### src/rtl/core/vcr_pkg.sv
// Package: shared constants, register indexes and ramp codes for the color ramp.
`timescale 1ns / 1ps
package vcr_pkg;

  localparam int SAMPLE_BITS_DEF  = 16;
  localparam int CHANNEL_BITS_DEF = 8;
  // numerator head room over the sample width: 255 * 7 * D < 2^11 * 2^S
  localparam int NUM_EXTRA_BITS   = 11;
  localparam int INDEX_BITS       = 2;
  localparam int MAP_BITS         = 5;
  localparam int RANGE_HIGH_RESET = 65535;
  localparam int MAP_RESET        = 1;

  localparam logic [INDEX_BITS-1:0] REG_RANGE_LOW  = 2'd0;
  localparam logic [INDEX_BITS-1:0] REG_RANGE_HIGH = 2'd1;
  localparam logic [INDEX_BITS-1:0] REG_MAP_TYPE   = 2'd2;

  localparam logic [MAP_BITS-1:0] MAP_JET          = 5'd1;
  localparam logic [MAP_BITS-1:0] MAP_RED_BLUE     = 5'd2;
  localparam logic [MAP_BITS-1:0] MAP_GREY         = 5'd3;
  localparam logic [MAP_BITS-1:0] MAP_HUE          = 5'd4;
  localparam logic [MAP_BITS-1:0] MAP_GREEN_YELLOW = 5'd5;
  localparam logic [MAP_BITS-1:0] MAP_GREEN_MAG    = 5'd6;
  localparam logic [MAP_BITS-1:0] MAP_RAINBOW      = 5'd7;
  localparam logic [MAP_BITS-1:0] MAP_GREY_TENT    = 5'd8;
  localparam logic [MAP_BITS-1:0] MAP_RED_BLUE_TRI = 5'd9;
  localparam logic [MAP_BITS-1:0] MAP_JET_WHITE    = 5'd10;
  localparam logic [MAP_BITS-1:0] MAP_GRAD_BROWN   = 5'd11;
  localparam logic [MAP_BITS-1:0] MAP_GRAD_EARTH   = 5'd12;
  localparam logic [MAP_BITS-1:0] MAP_GRAD_FIRE    = 5'd13;
  localparam logic [MAP_BITS-1:0] MAP_RED_YELLOW   = 5'd14;
  localparam logic [MAP_BITS-1:0] MAP_JET_LIGHT    = 5'd15;
  localparam logic [MAP_BITS-1:0] MAP_BLUE_GREEN   = 5'd16;
  localparam logic [MAP_BITS-1:0] MAP_RED_CYAN     = 5'd17;
  localparam logic [MAP_BITS-1:0] MAP_BLUE_CYAN    = 5'd18;
  localparam logic [MAP_BITS-1:0] MAP_BLUE_WHITE   = 5'd19;
  localparam logic [MAP_BITS-1:0] MAP_GRAD_TERRAIN = 5'd20;
  localparam logic [MAP_BITS-1:0] MAP_GRAD_PALE    = 5'd21;
  localparam logic [MAP_BITS-1:0] MAP_YELLOW_BLUE  = 5'd22;
  localparam logic [MAP_BITS-1:0] MAP_RED_WHITE    = 5'd23;
  localparam logic [MAP_BITS-1:0] MAP_BLUE_YELLOW  = 5'd24;
  localparam logic [MAP_BITS-1:0] MAP_BLUE_RED     = 5'd25;

  // gradient stop colors, 8-bit fractions of full scale
  localparam int STOPS11 [2][3] = '{'{200, 60, 0}, '{250, 160, 110}};
  localparam int STOPS12 [3][3] = '{'{55, 55, 45}, '{235, 90, 30}, '{250, 160, 110}};
  localparam int STOPS13 [3][3] = '{'{0, 255, 0}, '{255, 150, 0}, '{255, 250, 240}};
  localparam int STOPS20 [3][3] = '{'{0, 160, 0}, '{180, 220, 0}, '{250, 220, 170}};
  localparam int STOPS21 [2][3] = '{'{255, 255, 200}, '{150, 150, 255}};
  localparam int STOP_SCALE = 255;

endpackage

### src/rtl/core/vcr_div_cell.sv
// Divider cell: one quotient bit for all three channels, registered.
`timescale 1ns / 1ps
module vcr_div_cell #(
  parameter int NUM_BITS     = vcr_pkg::SAMPLE_BITS_DEF + vcr_pkg::NUM_EXTRA_BITS,
  parameter int CHANNEL_BITS = vcr_pkg::CHANNEL_BITS_DEF,
  parameter int BIT          = 0
) (
  input  logic                                  clk,
  input  logic                                  rst,
  input  logic                                  up_valid,
  output logic                                  up_ready,
  input  logic [2:0][NUM_BITS+CHANNEL_BITS-1:0] rem_in,
  input  logic [NUM_BITS-1:0]                   den_in,
  input  logic [2:0][CHANNEL_BITS-1:0]          quo_in,
  output logic                                  dn_valid,
  input  logic                                  dn_ready,
  output logic [2:0][NUM_BITS+CHANNEL_BITS-1:0] rem_out,
  output logic [NUM_BITS-1:0]                   den_out,
  output logic [2:0][CHANNEL_BITS-1:0]          quo_out
);

  localparam int REM_BITS = NUM_BITS + CHANNEL_BITS;

  logic [REM_BITS-1:0] shifted;
  logic [2:0][REM_BITS-1:0] rem_next;
  logic [2:0][CHANNEL_BITS-1:0] quo_next;

  assign up_ready = !dn_valid || dn_ready;
  assign shifted  = REM_BITS'(den_in) << BIT;

  always_comb begin
    for (int i = 0; i < 3; i++) begin
      rem_next[i] = rem_in[i];
      quo_next[i] = quo_in[i];
      if (rem_in[i] >= shifted) begin
        rem_next[i]      = rem_in[i] - shifted;
        quo_next[i][BIT] = 1'b1;
      end
    end
  end

  always_ff @(posedge clk) begin
    if (rst) begin
      dn_valid <= 1'b0;
    end else if (up_ready) begin
      dn_valid <= up_valid;
    end
    if (up_ready && up_valid) begin
      rem_out <= rem_next;
      den_out <= den_in;
      quo_out <= quo_next;
    end
  end

endmodule

### config.mk
export PLATFORM = sky130hd
export DESIGN_NAME = vcr_div_cell
export DESIGN_NICKNAME = d
export VERILOG_FILES = /design/src/rtl/core/vcr_pkg.sv /design/src/rtl/core/vcr_div_cell.sv
export SDC_FILE = /design/constraint.sdc
export NUM_CORES = 1
export LEC_CHECK = 0
export BUFFER_PORTS_ARGS = -buffer_cell sky130_fd_sc_hd__buf_4
export CELL_PAD_IN_SITES_DETAIL_PLACEMENT = 0
export CELL_PAD_IN_SITES_GLOBAL_PLACEMENT = 2
export CORE_AREA = 2 2 270 139
export DETAILED_ROUTE_END_ITERATION = 7
export DIE_AREA = 0 0 272 141
export GPL_TIMING_DRIVEN = 0
export PLACE_DENSITY_LB_ADDON = 0.12
export SLEW_MARGIN = 25
export SYNTH_ARGS = -nofsm -noshare
export SYNTH_HDL_FRONTEND = slang
export SYNTH_SLANG_ARGS = --single-unit
### constraint.sdc
create_clock -name clk -period 13.5 [get_ports clk]
set_input_delay 0.675 -clock clk [delete_from_list [all_inputs] [get_ports clk]]
set_output_delay 0.675 -clock clk [all_outputs]
set_load 0.05 [all_outputs]
-- Yosys cells after proc, flatten, opt, wreduce, memory -nomap -nowiden
Index checks and enable logic that the tools add are counted.
- reductions and logical operators: 3
- add/subtract/negate cells: 3
- magnitude comparators: 3
- mux-type cells: 3
- operators with widths (operator ; count):
    greater-or-equal comparator 35 x 27 -> 1 bit ; 3
    2-to-1 mux 35 bit ; 3
    subtractor 35 x 27 -> 35 bit ; 3
    logical AND 1 bit ; 1
    zero test 1 bit ; 1
    logical OR 1 bit ; 1
- register bits after elaboration: 157
- output and inout bits: 158
- word-level logic and storage cells: 23

-- Logic depth before layout (Yosys ltp)
Gate-level depths: netlist of the first run.
- depth in word-level cells: 3
- depth in mapped cells: 13
- depth with buffers taken out: 12

-- Worst setup path before layout of the first run
OpenSTA, ideal clock, no wires.
- path type: input -> register
- start: in dn_ready
- end: reg den_out[0] (enable)
- arrival time: 4779 ps
- library setup time: 534 ps
- path slack: 8187 ps
- cell stages on the path: 2
- cell sequence: nand2b_1 -> and2_1
- longest elaborated chain between the ends: 2
- RTL lines (what ; RTL line ; RTL):
    from (decl) ; vcr_div_cell.sv:16 ; input logic dn_ready,
    logical OR 1 bit ; vcr_div_cell.sv:28 ; assign up_ready = !dn_valid || dn_ready;
    logical AND 1 bit ; vcr_div_cell.sv:48 ; if (up_ready && up_valid) begin
    to (signal assigned) ; vcr_div_cell.sv:50 ; den_out <= den_in;
    to (decl) ; vcr_div_cell.sv:18 ; output logic [NUM_BITS-1:0] den_out,
Every way passes these cells.
A chain may end at the register's enable or synchronous reset.

==> reports/metrics.cfg, run 1 <==
[outcome]
status = completed

[global_routing]
grt_pass1_vias = 9226
use_met1_pct = 32.9
grt_use_total_pct = 21.2
grt_pass1_wl_mm = 59.8
grt.busiest_layer = met1
grt_overflow_total = 0
use_met2_pct = 29.8
antenna_found_initial = 1
grt_max_degree = 45
grt_use_met3_pct = 4.10

[layout]
multi_input_area_um2 = 5600
seq_area_um2 = 4700
insertedDiodeCount = 0
final_cell_mix = buf_4 (319), edfxtp_1 (156), nand2_1 (140)
final_cell_area_um2 = 14400
final_nets = 1666
final_cells = 1929
syn_to_final_growth_pct = 34.7
drive_gt1_share_pct = 26.6
fill_cells = 3734
final_common_cell = buf_4

[timing]
fin_crit_sh_pct = 32.2
fin_hold_ws_ns = 0.372
tns_ns = 0
finClkSkew_ns = 0.0110
rsz0062_at_grt = false
period_needed_ns = 4.35
finalSetupViolCount = 0
hold_violations = 0
max_freq_mhz = 230
drv_slew = 0
max_slew.worst_pin.slew_ns = 0.876
slew_headroom_pct = 41.6

[synth]
synthCells = 1082
netlist_area_um2 = 10700
synthFlopType = edfxtp_1
ys_types = 69
synth_edf_count = 156
ys_seq_area_share_pct = 44.1
avgSynthCellArea_um2 = 9.86
synth_nets = 1326
ys_async_sr_fraction_pct = 0
ys_ff_latch = 157
yosys_warnings = 0

[power]
p_per_area_nw_per_um2 = 121
total_power_mw = 1.74
leakage_nw = 5.94
ir_drop_v = 0.0000639

[worst_setup_path]
crit_top_cell = buf_2
critPathTopFamily = compound AO/OA/AOI/OAI gates
slowest_stage = a41oi_1
critPathKind = in -> reg
crit_path_start_kind = input pin
setup.worst_path.end_class = flop
cp.required_ns = 13.70
max_stage_delay_ns = 0.52
worstPathArrival_ns = 4.55
crit_buf_inv = 4
path_max_fanout = 10
path_cells = buf_4 -> inv_1 -> ha_1 -> nor2b_1 -> o31ai_1 -> a21oi_1 -> o2111ai_1 -> a31oi_1 -> a41oi_1 -> buf_2 -> buf_2 -> nand2_1 -> o21ai_0

[route]
dr.pass1.iters = 5
post-route-drc-count = 0
final_antenna_net_count = 0
wl_per_cell_um = 21.2
drt_iter0_markers = 710
wirelength_mm = 40.8
vias = 9659
avgViaCountPerCell = 5.01

[placed_design]
place.gp.congestion = 0.865
dp_hpwl_mm = 33.3
placed_cell_area_um2 = 13700
portBuffers = 317
dp_cells = 1897

[cts]
post_cts_buffers = 0
cts_sinks = 157
cts_resized = 0
cts_buffers = 17
ctsHoldBuffers = 0
cts_buffer_depth = 2
cts_max_level = 4
path_clk_slew_ns = 0.07
cts_tree = built
cts_root_buffer = clkbuf_16
clk_latency_ns = 0.45

[floorplanning]
start_util_pct = 29.3
core.rowCount = 50
die_area_um2 = 38400
core_um2 = 36300
dieHeight_um = 141
die_w_um = 272
pin_count = 318

[hold_path]
min_path_type = in -> reg

[job]
cap_violations = 0

[power by group]
group	switching [mW]	internal [mW]
Sequential	0.0126	0.602
Combinational	0.390	0.198
Clock	0.226	0.310
[layout make-up]
class,count,share of cell area (%)
tap,494,4.30
clock inverter,14,1.34
sequential,157,32.7
timing repair buffer,321,17.1
buffer,35,1.12
clock buffer,18,2.99
multi-input combinational,837,39.0
inverter,53,1.38
[cell families (layout without fill, tap and decap cells)]
| kind of cell | after synthesis | count (layout) | share of synthesized area, % |
|---|---|---|---|
| AO/OA/AOI/OAI | 334 | 334 | 19.6 |
| adder cells (fa/ha/maj) | 84 | 84 | 10.1 |
| XOR/XNOR | 89 | 89 | 7.31 |
| AND/OR/NAND/NOR | 320 | 320 | 14.5 |
| buffers and inverters | 88 | 441 | 3.38 |
| flip-flops | 157 | 157 | 44.1 |
| multiplexers | 10 | 10 | 1.02 |
[synth_stat cells (3+ instances only)]
cell      count  area share (%)
a211o_1       6            0.49
a211oi_1     13            0.91
a21boi_0      3            0.21
a21o_1       31             2.2
a21oi_1      79             3.7
a221oi_1      4            0.33
a31oi_1      11            0.65
and2_1        7            0.41
and3_1        8            0.47
and4_1        4            0.33
buf_2        12            0.56
clkbuf_1     20            0.70
edfxtp_1    156              44
fa_1          3            0.56
ha_1         81             9.5
inv_1        53             1.9
mux2_2        7            0.74
mux2i_1       3            0.28
nand2_1     140             4.9
nand2b_1     17             1.0
nand3_1      19            0.89
nand4_1      16            0.94
nor2_1       43             1.5
nor2b_1       8            0.47
nor3_1       18            0.84
nor4_1       12            0.70
nor4b_1       4            0.33
o211ai_1      8            0.56
o21a_1       13            0.91
o21ai_0     109             5.1
o21ai_1       3            0.14
o21bai_1     14            0.99
o221ai_1      3            0.25
o311ai_0      3            0.25
o31ai_1      10            0.70
or3_1        10            0.59
or4_1         4            0.28
xnor2_1      42             3.4
xor2_1       47             3.9
[state kept, by name, indices dropped and copies added (netlist names)]
signal    flops
rem_out     105
dn_valid      1
quo_out      24
den_out      27
[through the flow]
stage / worst slack [ns] / util [%]
detailed placement: 8.85 / 37.8
finish: 9.15 / 39.5
global route: 9.00 / 39.5
global placement: 6.39 / 37.6
CTS: 9.31 / 39.5
floorplan: 8.19 / -
[worst reg2reg max path, stage by stage (launching register included)]
cell	delay, ns
dfxtp_1	0.32
nand2b_1	0.10
and2_4	0.37
buf_12	0.25
buf_12	0.24
buf_12	0.28
[metal layers]
layer / vias up / routed length [um]
met1: 4646 / 21100
met5: - / 0
met3: 17 / 2130
li1: 4745 / -
met4: 0 / 434
met2: 251 / 17100
[worst paths after layout]
kind	from	depth (start not counted)	end	slack, ns
hold / removal	rst	2	dn_valid	0.37
setup reg to reg	dn_valid	5	rem_out[88]	11.56
setup / recovery	den_in[1]	13	rem_out[41]	9.15
hold reg to reg	dn_valid	2	dn_valid	0.54
No activity file was read; power rests on OpenSTA's default activity.
==> run 2: changes to the inputs <==
==> constraint.sdc (replaced) <==
create_clock -name clk -period 4.5 [get_ports clk]
set_input_delay 0.225 -clock clk [delete_from_list [all_inputs] [get_ports clk]]
set_output_delay 0.225 -clock clk [all_outputs]
set_load 0.05 [all_outputs]
==> reports/metrics.cfg, run 2 (synthesis gave the netlist of run 1 again) <==
[hold_path]
min_path_type = in -> reg  ; unchanged

[cts]
path_clk_slew_ns = 0.07  ; about the same
cts_root_buffer = clkbuf_16  ; unchanged
cts_buffer_depth = 2  ; unchanged
cts_max_level = 4  ; unchanged
clk_latency_ns = 0.45  ; about the same
post_cts_buffers = 0  ; unchanged
cts_tree = built  ; unchanged
cts_sinks = 157  ; unchanged
cts_buffers = 17  ; unchanged

[route]
vias = 9841  ; was 9,659
avgViaCountPerCell = 4.98  ; was 5.01
wirelength_mm = 41.3  ; was 40.8 mm
drt_iter0_markers = 723  ; was 710
wl_per_cell_um = 20.9  ; was 21.2 um
dr.pass1.iters = 5  ; unchanged
post-route-drc-count = 0  ; unchanged
final_antenna_net_count = 0  ; unchanged

[layout]
drive_gt1_share_pct = 26.1  ; was 26.6%
fill_cells = 3666  ; was 3,734
regMostFlops = rem_out  ; unchanged
largestRegisters = rem_out: 105 flops, den_out: 27 flops, quo_out: 24 flops  ; unchanged
largest_reg_flops = 105  ; unchanged
final_common_cell = buf_4  ; unchanged
syn_to_final_growth_pct = 39.4  ; was 34.7%
final_nets = 1715  ; was 1,666
final_cell_mix = buf_4 (319), edfxtp_1 (156), nand2_1 (140)  ; unchanged
insertedDiodeCount = 0  ; unchanged

[timing]
period_needed_ns = 4.19
max_freq_mhz = 239
finClkSkew_ns = 0.0109  ; was 0.0110 ns
max_slew.worst_pin.slew_ns = 0.740  ; was 0.876 ns
tns_ns = 0  ; unchanged
fin_crit_sh_pct = 93.0
fin_hold_ws_ns = 0.0332  ; was 0.372 ns
slew_headroom_pct = 50.4  ; was 41.6%
rsz0062_at_grt = false  ; unchanged
drv_slew = 0  ; unchanged
hold_violations = 0  ; unchanged
finalSetupViolCount = 0  ; unchanged

[placed_design]
dp_hpwl_mm = 33.2  ; was 33.3 mm
place.gp.congestion = 0.836  ; was 0.865
portBuffers = 317  ; unchanged

[global_routing]
grt.busiest_layer = met1  ; unchanged
use_met2_pct = 30.2  ; was 29.8%
grt_pass1_vias = 9428  ; was 9,226
grt_max_degree = 47  ; was 45
antenna_found_initial = 0  ; was 1
grt_use_met3_pct = 3.34  ; was 4.10%
grt_use_total_pct = 21.3  ; was 21.2%
grt_pass1_wl_mm = 60.7  ; was 59.8 mm
use_met1_pct = 33.5  ; was 32.9%
grt_overflow_total = 0  ; unchanged

[floorplanning]
die_w_um = 272  ; unchanged
core.rowCount = 50  ; unchanged
core_um2 = 36300  ; unchanged
pin_count = 318  ; unchanged
die_area_um2 = 38400  ; unchanged
dieHeight_um = 141  ; unchanged
start_util_pct = 29.3  ; unchanged

[worst_setup_path]
worstPathArrival_ns = 4.42  ; was 4.55 ns
setup.worst_path.end_class = flop  ; unchanged
cp.required_ns = 4.73  ; was 13.70 ns
critPathKind = in -> reg  ; unchanged
path_max_fanout = 10  ; unchanged
crit_path_start_kind = input pin  ; unchanged

[power]
switching_share_pct = 37.2  ; was 36.2%
power_frac_seq_pct = 35.4  ; about the same
power_frac_clock_pct = 30.0  ; was 30.9%
ir_drop_v = 0.000224  ; was 0.0000639 V
leakage_nw = 6.14  ; was 5.94 nW
p_per_area_nw_per_um2 = 350  ; was 121 nW/um2
intPower_mw = 3.27  ; was 1.11 mW
p_comb_share_pct = 34.5  ; was 33.8%
p_sw_mw = 1.94  ; was 0.629 mW

[job]
cap_violations = 0  ; unchanged

[outcome]
status = completed  ; unchanged

-- run 2: changes by cell type in the layout (fill, tap and decap cells not counted) --
| cell | change |
|---|---|
| clkbuf_1 | -1 |
| o31ai_1 | -1 |
| inv_8 | +5 |
| a41oi_1 | -1 |
| buf_16 | +1 |
| o31ai_2 | +1 |
| clkinvlp_4 | +1 |
| dlygate4sd3_1 | +49 |
| clkinv_1 | -2 |
| a41oi_2 | +1 |
| buf_12 | -1 |
| inv_1 | -1 |
| bufinv_16 | -2 |
-- run 2: path summary, 6_finish.rpt --
| path | startpoint | end | slack, ns | cells past startpoint |
|---|---|---|---|---|
| hold reg to reg | dn_valid | quo_out[9] | 0.92 | 2 |
| setup reg to reg | dn_valid | rem_out[102] | 2.57 | 5 |
| hold / removal | quo_in[16] | quo_out[16] | 0.03 | 2 |
| setup / recovery | den_in[1] | rem_out[41] | 0.31 | 14 |
-- run 2: power groups by stage --
stage               Clock [mW]  Combinational (mW)  Sequential (mW)
finish                    1.56                1.80             1.85
global route              1.66                1.93             1.86
CTS                       1.61                1.80             1.85
detailed placement           0                1.75             1.88
global placement             0                1.74             1.89
floorplan                    0               0.653             2.37
-- run 2: final cells by class --
type	count	area, um2	area share (%)
Tap cell	494	618	4.16
Clock inverter	15	181	1.22
Inverter	53	203	1.36
Multi-Input combinational cell	837	5620	37.8
Buffer	35	161	1.09
Timing Repair Buffer	370	2960	19.9
Clock buffer	17	425	2.86
Sequential cell	157	4700	31.6
-- run 2: layer usage --
layer  wire length [um]  up-vias  share of wire, %
li1                   -     4845                 -
met1              21600     4739                52
met2              17300      234                42
met3               1930       23               4.7
met4                422        0               1.0
met5                  0        -                 0
-- run 2: repair_timing --
| item | 4_1_cts | 5_1_grt |
|---|---|---|
| setup endpoints to repair | 0 | 18 |
| endpoints found under the hold margin | 48 | 0 |
| hold buffers | 49 | 0 |
| resized for setup | 0 | 3 |
-- run 2: worst max-delay path, stage by stage --
cell and delay, ns:
dlygate4sd3_1 0.53, buf_4 0.12, clkinvlp_4 0.25, ha_1 0.39
nor2b_1 0.16, o31ai_2 0.29, a21oi_1 0.25, o2111ai_1 0.43
a31oi_1 0.34, a41oi_2 0.39, buf_2 0.36, buf_2 0.41
nand2_1 0.09, o21ai_0 0.15
-- run 2: stage by stage --
| stage | power [mW] | setup slack (ns) | instance area, um2 | instances | utilization (%) |
|---|---|---|---|---|---|
| after floorplan | 3.03 | 1.06 | 10700 | 1082 | - |
| after global placement | 3.63 | 0.211 | 13700 | 1893 | 37.6 |
| after detailed placement | 3.63 | 0.210 | 13800 | 1897 | 37.8 |
| after CTS | 5.25 | 0.114 | 14900 | 1978 | 40.9 |
| after global routing | 5.45 | 0.164 | 14900 | 1978 | 40.9 |
| final | 5.21 | 0.314 | 14900 | 1978 | 40.9 |
